## config.mk

```make
export PLATFORM = sky130hd
export DESIGN_NAME = vrel_ctrl
export DESIGN_NICKNAME = d
export VERILOG_FILES = /design/src/rtl/core/vrel_pkg.sv /design/src/rtl/core/vrel_ctrl.sv
export SDC_FILE = /design/constraint.sdc
export NUM_CORES = 1
export LEC_CHECK = 0
export ABC_CLOCK_PERIOD_IN_PS = 4100
export BUFFER_PORTS_ARGS = -buffer_cell sky130_fd_sc_hd__buf_2
export CAP_MARGIN = 15
export CORE_MARGIN = 8
export CORE_UTILIZATION = 45
export CTS_CLUSTER_DIAMETER = 60
export CTS_CLUSTER_SIZE = 25
export DETAILED_ROUTE_END_ITERATION = 8
export GPL_ROUTABILITY_DRIVEN = 0
export PLACE_DENSITY = 0.76
export SETUP_SLACK_MARGIN = 0.1
export SLEW_MARGIN = 20
export SYNTH_ARGS = -nofsm -noshare
export SYNTH_HDL_FRONTEND = slang
export SYNTH_SLANG_ARGS = --single-unit
```

## constraint.sdc

```tcl
create_clock -name clk -period 4.1 [get_ports clk]
set_input_delay 1.025 -clock clk [delete_from_list [all_inputs] [get_ports clk]]
set_output_delay 1.025 -clock clk [all_outputs]
set_load 0.02 [all_outputs]
```

## src/rtl/core/vrel_pkg.sv

```systemverilog
package vrel_pkg;

	localparam int HDR_BYTES = 4;
	localparam int OUT_CAP   = 32;

	localparam int FUNC_W = 2;
	localparam int ID_W   = 16;
	localparam int BYTE_W = 8;
	localparam int LEN_W  = 6;
	localparam int IDX_W  = 5;

	localparam int S_TDATA_W = 40;
	localparam int M_TDATA_W = 48;
	localparam int M_TUSER_W = 2;

	localparam logic [FUNC_W-1:0] FN_BEGIN = 2'd0;
	localparam logic [FUNC_W-1:0] FN_DATA  = 2'd1;
	localparam logic [FUNC_W-1:0] FN_QUERY = 2'd2;

	typedef struct packed {
		logic [FUNC_W-1:0] func;
		logic [BYTE_W-1:0] event_type;
		logic [LEN_W-1:0]  payload_length;
		logic [BYTE_W-1:0] data_byte;
		logic [ID_W-1:0]   after_id;
	} item_t;

	typedef struct packed {
		logic              event_found;
		logic              id_matched;
		logic [ID_W-1:0]   event_id;
		logic [BYTE_W-1:0] record_type;
		logic [LEN_W-1:0]  record_length;
		logic [BYTE_W-1:0] payload_byte;
		logic [IDX_W-1:0]  byte_index;
		logic              last;
	} res_t;

endpackage

```

## src/rtl/core/vrel_ctrl.sv

```systemverilog
module vrel_ctrl #(
	parameter int RING_BYTES  = 1024,
	parameter int MAX_PAYLOAD = 32,
	parameter int POS_W       = 10
) (
	input  logic                        clk,
	input  logic                        arst_n,
	input  logic                        in_valid,
	output logic                        in_ready,
	input  vrel_pkg::item_t             item,
	output logic                        res_valid,
	input  logic                        res_ready,
	output vrel_pkg::res_t              res,
	output logic [POS_W-1:0]            rd_addr,
	input  logic [vrel_pkg::BYTE_W-1:0] rd_data,
	output logic                        wr_en,
	output logic [POS_W-1:0]            wr_addr,
	output logic [vrel_pkg::BYTE_W-1:0] wr_data
);
	import vrel_pkg::*;

	localparam int USED_W = $clog2(RING_BYTES + 1);
	localparam int OFF_W  = USED_W + 1;
	localparam int SUM_W  = USED_W + 1;
	localparam int SIZE_W = LEN_W + 1;

	localparam logic [SUM_W-1:0]  RING_S = SUM_W'(RING_BYTES);
	localparam logic [LEN_W-1:0]  MAXP6  = LEN_W'(MAX_PAYLOAD);
	localparam logic [BYTE_W-1:0] MAXP8  = BYTE_W'(MAX_PAYLOAD);
	localparam logic [LEN_W-1:0]  CAP6   = LEN_W'(OUT_CAP);
	localparam logic [SIZE_W-1:0] HDR7   = SIZE_W'(HDR_BYTES);

	typedef enum logic [3:0] {
		ST_IDLE, ST_EV, ST_EVW, ST_HDR,
		ST_WALK, ST_W1, ST_W2, ST_W3,
		ST_R0, ST_R1, ST_R2, ST_R3, ST_R4,
		ST_PRD, ST_PCAP, ST_PUSH
	} state_t;

	state_t             state_q;
	logic [POS_W-1:0]   oldest_q;
	logic [USED_W-1:0]  used_q;
	logic [ID_W-1:0]    next_id_q;
	logic [LEN_W-1:0]   pending_q;
	logic [POS_W-1:0]   write_pos_q;
	logic [POS_W-1:0]   cur_q;
	logic [POS_W-1:0]   pay_pos_q;
	logic [OFF_W-1:0]   off_q;
	logic [SIZE_W-1:0]  size_q;
	logic [1:0]         hdr_idx_q;
	logic [ID_W-1:0]    after_q;
	logic [ID_W-1:0]    rec_id_q;
	logic [BYTE_W-1:0]  rec_type_q;
	logic [LEN_W-1:0]   rec_len_q;
	logic [LEN_W-1:0]   n_q;
	logic [IDX_W-1:0]   idx_q;
	logic [BYTE_W-1:0]  pbyte_q;
	logic               found_q;
	logic               matched_q;

	logic               accept;
	logic               res_last;
	logic [LEN_W-1:0]   in_len;
	logic [LEN_W-1:0]   rd_len;
	logic [SIZE_W-1:0]  rd_rec;

	// Position add modulo ring size; the sum stays below twice the ring.
	function automatic logic [POS_W-1:0] pos_add(input logic [POS_W-1:0] pos,
	                                             input logic [USED_W-1:0] inc);
		logic [SUM_W-1:0] sum;
		sum = SUM_W'(pos) + SUM_W'(inc);
		if (sum >= RING_S) begin
			sum = sum - RING_S;
		end
		return sum[POS_W-1:0];
	endfunction

	function automatic logic [LEN_W-1:0] clamp_byte(input logic [BYTE_W-1:0] b);
		logic [LEN_W-1:0] r;
		r = (b > MAXP8) ? MAXP6 : b[LEN_W-1:0];
		return r;
	endfunction

	assign accept   = in_valid && in_ready;
	assign in_ready = (state_q == ST_IDLE);
	assign in_len   = (item.payload_length > MAXP6) ? MAXP6 : item.payload_length;
	assign rd_len   = clamp_byte(rd_data);
	assign rd_rec   = HDR7 + SIZE_W'(rd_len);
	assign res_last = ((LEN_W'(idx_q) + LEN_W'(1)) == n_q);

	assign res_valid = (state_q == ST_PUSH);
	always_comb begin
		res.event_found   = found_q;
		res.id_matched    = matched_q;
		res.event_id      = rec_id_q;
		res.record_type   = rec_type_q;
		res.record_length = rec_len_q;
		res.payload_byte  = pbyte_q;
		res.byte_index    = idx_q;
		res.last          = res_last;
	end

	always_comb begin
		unique case (state_q)
			ST_EV:   rd_addr = pos_add(oldest_q, USED_W'(3));
			ST_W1:   rd_addr = pos_add(cur_q, USED_W'(1));
			ST_W2:   rd_addr = pos_add(cur_q, USED_W'(3));
			ST_R1:   rd_addr = pos_add(cur_q, USED_W'(1));
			ST_R2:   rd_addr = pos_add(cur_q, USED_W'(2));
			ST_R3:   rd_addr = pos_add(cur_q, USED_W'(3));
			ST_PRD:  rd_addr = pay_pos_q;
			default: rd_addr = cur_q;
		endcase
	end

	always_comb begin
		wr_en   = 1'b0;
		wr_addr = write_pos_q;
		wr_data = item.data_byte;
		if (state_q == ST_HDR) begin
			wr_en   = 1'b1;
			wr_addr = cur_q;
			case (hdr_idx_q)
				2'd0:    wr_data = rec_id_q[7:0];
				2'd1:    wr_data = rec_id_q[15:8];
				2'd2:    wr_data = rec_type_q;
				default: wr_data = BYTE_W'(rec_len_q);
			endcase
		end else if (accept && item.func == FN_DATA && pending_q != '0) begin
			wr_en = 1'b1;
		end
	end

	always_ff @(posedge clk or negedge arst_n) begin
		if (!arst_n) begin
			state_q     <= ST_IDLE;
			oldest_q    <= '0;
			used_q      <= '0;
			next_id_q   <= ID_W'(1);
			pending_q   <= '0;
			write_pos_q <= '0;
			found_q     <= 1'b0;
			matched_q   <= 1'b0;
		end else begin
			unique case (state_q)
				ST_IDLE: begin
					if (accept) begin
						case (item.func)
							FN_BEGIN: begin
								rec_id_q   <= next_id_q;
								rec_type_q <= item.event_type;
								rec_len_q  <= in_len;
								size_q     <= HDR7 + SIZE_W'(in_len);
								next_id_q  <= next_id_q + ID_W'(1);
								state_q    <= ST_EV;
							end
							FN_DATA: begin
								if (pending_q != '0) begin
									write_pos_q <= pos_add(write_pos_q, USED_W'(1));
									pending_q   <= pending_q - LEN_W'(1);
								end
							end
							FN_QUERY: begin
								after_q   <= item.after_id;
								off_q     <= '0;
								cur_q     <= oldest_q;
								found_q   <= 1'b0;
								matched_q <= 1'b0;
								state_q   <= ST_WALK;
							end
							default: ;
						endcase
					end
				end
				// Evict the oldest record while the new one does not fit.
				ST_EV: begin
					if (used_q != '0 && (SUM_W'(used_q) + SUM_W'(size_q)) > RING_S) begin
						state_q <= ST_EVW;
					end else begin
						cur_q     <= pos_add(oldest_q, used_q);
						hdr_idx_q <= 2'd0;
						state_q   <= ST_HDR;
					end
				end
				ST_EVW: begin
					if (OFF_W'(rd_rec) >= OFF_W'(used_q)) begin
						oldest_q <= pos_add(oldest_q, used_q);
						used_q   <= '0;
					end else begin
						oldest_q <= pos_add(oldest_q, USED_W'(rd_rec));
						used_q   <= used_q - USED_W'(rd_rec);
					end
					state_q <= ST_EV;
				end
				ST_HDR: begin
					cur_q     <= pos_add(cur_q, USED_W'(1));
					hdr_idx_q <= hdr_idx_q + 2'd1;
					if (hdr_idx_q == 2'd3) begin
						write_pos_q <= pos_add(cur_q, USED_W'(1));
						used_q      <= used_q + USED_W'(size_q);
						pending_q   <= rec_len_q;
						state_q     <= ST_IDLE;
					end
				end
				// Walk headers: the record after a match is the target, or the oldest one when no id matches.
				ST_WALK: begin
					if (off_q >= OFF_W'(used_q)) begin
						if (!matched_q && used_q != '0) begin
							found_q <= 1'b1;
							cur_q   <= oldest_q;
							state_q <= ST_R0;
						end else begin
							rec_id_q   <= '0;
							rec_type_q <= '0;
							rec_len_q  <= '0;
							pbyte_q    <= '0;
							idx_q      <= '0;
							n_q        <= LEN_W'(1);
							state_q    <= ST_PUSH;
						end
					end else if (matched_q) begin
						found_q <= 1'b1;
						state_q <= ST_R0;
					end else begin
						state_q <= ST_W1;
					end
				end
				ST_W1: begin
					rec_id_q[7:0] <= rd_data;
					state_q       <= ST_W2;
				end
				ST_W2: begin
					rec_id_q[15:8] <= rd_data;
					state_q        <= ST_W3;
				end
				ST_W3: begin
					if (rec_id_q == after_q) begin
						matched_q <= 1'b1;
					end
					off_q   <= off_q + OFF_W'(rd_rec);
					cur_q   <= pos_add(cur_q, USED_W'(rd_rec));
					state_q <= ST_WALK;
				end
				ST_R0: state_q <= ST_R1;
				ST_R1: begin
					rec_id_q[7:0] <= rd_data;
					state_q       <= ST_R2;
				end
				ST_R2: begin
					rec_id_q[15:8] <= rd_data;
					state_q        <= ST_R3;
				end
				ST_R3: begin
					rec_type_q <= rd_data;
					state_q    <= ST_R4;
				end
				ST_R4: begin
					rec_len_q <= rd_len;
					idx_q     <= '0;
					pay_pos_q <= pos_add(cur_q, USED_W'(HDR_BYTES));
					if (rd_len == '0) begin
						pbyte_q <= '0;
						n_q     <= LEN_W'(1);
						state_q <= ST_PUSH;
					end else begin
						n_q     <= (rd_len > CAP6) ? CAP6 : rd_len;
						state_q <= ST_PRD;
					end
				end
				ST_PRD: state_q <= ST_PCAP;
				ST_PCAP: begin
					pbyte_q <= rd_data;
					state_q <= ST_PUSH;
				end
				ST_PUSH: begin
					if (res_ready) begin
						if (res_last) begin
							state_q <= ST_IDLE;
						end else begin
							idx_q     <= idx_q + IDX_W'(1);
							pay_pos_q <= pos_add(pay_pos_q, USED_W'(1));
							state_q   <= ST_PRD;
						end
					end
				end
				default: state_q <= ST_IDLE;
			endcase
		end
	end

endmodule

```

==> reports/metrics.yaml <==
timing.fmax_mhz: 252
endpoint_kind: "primary output"
syn_avg_cell_area_um2: 8.93
dominantRegCellSynth: "edfxtp_1"
hold_path.class: "reg -> reg"
cts_tree: "done"
drtIter0Drc: 1434
cts-root-buf: "clkbuf_16"
finalCriticalPeriod_ns: 3.97
maxSlewViolCount: 0
grt_pass1_wl_mm: 58.1
track_usage_pct: 23.0
first_global_vias: 10800
clk-insertion-delay-late_ns: 0.45
pin_count: 129
fillers: 2291
port_buffers: 128
netlist_area_mm2: 0.0119
syn-instance-count: 1336
finalSetupViolations: 0
wl_per_cell_um: 20.3
drt_pass1_iterations: 8
cts_buffers: 17
relSlewSlack_pct: 40.6
drv_cap: 0
clk_pin_slew_ns: 0.08
die_width_um: 179
drc: 0
synth.top_cell.area_share_pct: 26.7
power_leakage_nw: 6.10
cts_buffer_depth: 2
die_h_um: 179
yosysSeqAreaShare_pct: 39.0
wirelength_mm: 37.6
grt_max_degree: 66
vias_per_cell: 6.13
fp-row-count: 59
worst_slack_ns: 0.126
dp_hpwl_mm: 28.4
grt_setup_unrepaired: "no"
multiInputGateArea_mm2: 0.00682
regArea_mm2: 0.00466
overflow: 0
synth_edf_count: 106
skew_ns: 0.0153
fp.dieArea_mm2: 0.0320
initial_core_util_pct: 45.8
drive_gt1_share_pct: 18.8
tightest_slew_ns: 0.891
power_density_mw_per_mm2: 688
worstPathArrival_ns: 2.95
cts_max_level: 4
yosys-top-cells-area: "edfxtp_1 27%, dfrtp_1 12%, ha_1 7.4%, xor2_1 5.3%, nand2_1 5.0%"
synth.largest_area_cell: "edfxtp_1"
ys_warn_count: 0
yosysUniqueCellTypes: 92
area_delta_synth_final_pct: 17.9
critPathMaxFanout: 18
critPathKind: "reg -> out"
diodes: 0
peakVddDrop_mv: 0.320
core_region_area_mm2: 0.0261
period_share_pct: 96.9
cts.sinks: 165
dp_slack_ns: -0.174
r2r_slack_ns: 0.54
synth_seq_cells: 165
finalPower_mw: 9.68
nNetsFinal: 1634
hold_violations: 0
ant_nets: 0
status: "completed"
cp-start-kind: "flip-flop"
crit_required_ns: 3.07
antenna_found_initial: 0
synthArstFlopShare_pct: 35.8
vias: 11400
[synthesized netlist by cell type, types with 9 or more instances]
| library cell | n |
|---|---|
| a211oi_1 | 9 |
| a21o_1 | 11 |
| a21oi_1 | 96 |
| a221oi_1 | 9 |
| a222oi_1 | 11 |
| a22o_1 | 10 |
| a31oi_1 | 12 |
| and3_1 | 31 |
| buf_2 | 10 |
| clkbuf_1 | 44 |
| dfrtp_1 | 58 |
| edfxtp_1 | 106 |
| ha_1 | 71 |
| inv_1 | 59 |
| nand2_1 | 160 |
| nand2b_1 | 15 |
| nand3_1 | 59 |
| nand4_1 | 10 |
| nor2_1 | 124 |
| nor2b_1 | 20 |
| nor3_1 | 27 |
| o211ai_1 | 11 |
| o21a_1 | 10 |
| o21ai_0 | 94 |
| xnor2_1 | 41 |
| xor2_1 | 72 |
[routing by layer]
layer,global-route usage (%),share of wire (%),vias to the layer above
li1,-,-,5182
met1,29.5,40,5465
met2,37.9,48,600
met3,3.58,8.4,115
met4,9.65,3.8,0
met5,0,0,-
[worst max-delay path, cell delays in order (launching register included)]
cell and delay [ns]:
edfxtp_1 0.80, nand4_1 0.28, nor2_1 0.20, xor2_1 0.41, maj3_1 0.26, o21ai_0 0.12
a21oi_1 0.23, buf_2 0.21
[sequential cells by signal, summed over array words and instances, names as in the netlist]
name         flops
size_q           7
matched_q        1
oldest_q        10
next_id_q       16
rec_type_q       8
found_q          1
rec_id_q        16
rec_len_q        6
pay_pos_q       10
pbyte_q          8
pending_q        6
state_q          4
write_pos_q     10
hdr_idx_q        2
after_q         16
used_q          11
off_q           12
idx_q            5
n_q              6
cur_q           10
[cells by family (layout without fill, tap and decap cells)]
logic type / Yosys count / after routing / share of synthesized area (%)
simple gates: 483 / 483 / 19.0
compound gates: 359 / 359 / 19.9
flops: 165 / 165 / 39.0
buf+inv: 126 / 305 / 4.29
xor+xnor: 113 / 113 / 8.29
fa+ha+maj: 78 / 78 / 8.53
mux: 10 / 10 / 0.954
other cells: 2 / 5 / 0.0629
[area by class of cell]
class	count	share of cell area, %
multi-input cells	1048	48.5
flip-flops and latches	165	33.1
repair buffers	211	9.19
clock buffers	17	3.02
well taps	335	2.98
inverters	62	1.65
clock inverters	15	1.56
[metrics by stage]
stage	instance area, um2	util [%]	cells	hold slack (ns)	setup TNS, ns
after floorplan	11900	-	1339	0.445	0
after global placement	13300	51.0	1808	0.463	-0.265
after detailed placement	13300	51.0	1808	0.472	-2.58
after CTS	13900	53.5	1840	0.487	0
after global routing	14100	54.0	1853	0.515	0
final	14100	54.0	1853	0.483	0
[path summary, 6_finish.rpt]
| check | start | end | cells after the start |
|---|---|---|---|
| max in group asynchronous | arst_n | next_id_q[0]$_DFFE_PN1P_ | 2 |
| setup reg to reg | used_q[7]$_DFFE_PN0P_ | rec_type_q[2]$_DFFE_PP_ | 10 |
| hold reg to reg | next_id_q[6]$_DFFE_PN0P_ | next_id_q[6]$_DFFE_PN0P_ | 1 |
| min in group asynchronous | arst_n | used_q[7]$_DFFE_PN0P_ | 2 |
| hold / removal | next_id_q[6]$_DFFE_PN0P_ | next_id_q[6]$_DFFE_PN0P_ | 1 |
| setup / recovery | cur_q[0]$_DFFE_PP_ | rd_addr[9] | 7 |
[placed cells by master (no fill, tap or decap), types with 59 or more instances in the layout]
cell      Yosys  final
buf_2        10    128
a21oi_1      96     96
ha_1         71     70
xor2_1       72     72
edfxtp_1    106    106
inv_1        59     59
nand2_1     160    159
o21ai_0      94     94
buf_4         5     80
nor2_1      124    123
nand3_1      59     59
[report_power, final]
| part | total [mW] | internal [mW] | switching (mW) |
|---|---|---|---|
| Combinational | 5.15 | 1.99 | 3.16 |
| Sequential | 2.83 | 2.22 | 0.610 |
| Clock | 1.70 | 0.846 | 0.857 |
| Total | 9.68 | 5.06 | 4.62 |
[repair_timing]
action	CTS	global route
setup buffers	0	13
pin swaps	0	1
hold buffers	0	0
resized for setup	2	6
endpoints found under the setup margin	3	20
(Power assumes the default switching activity.)
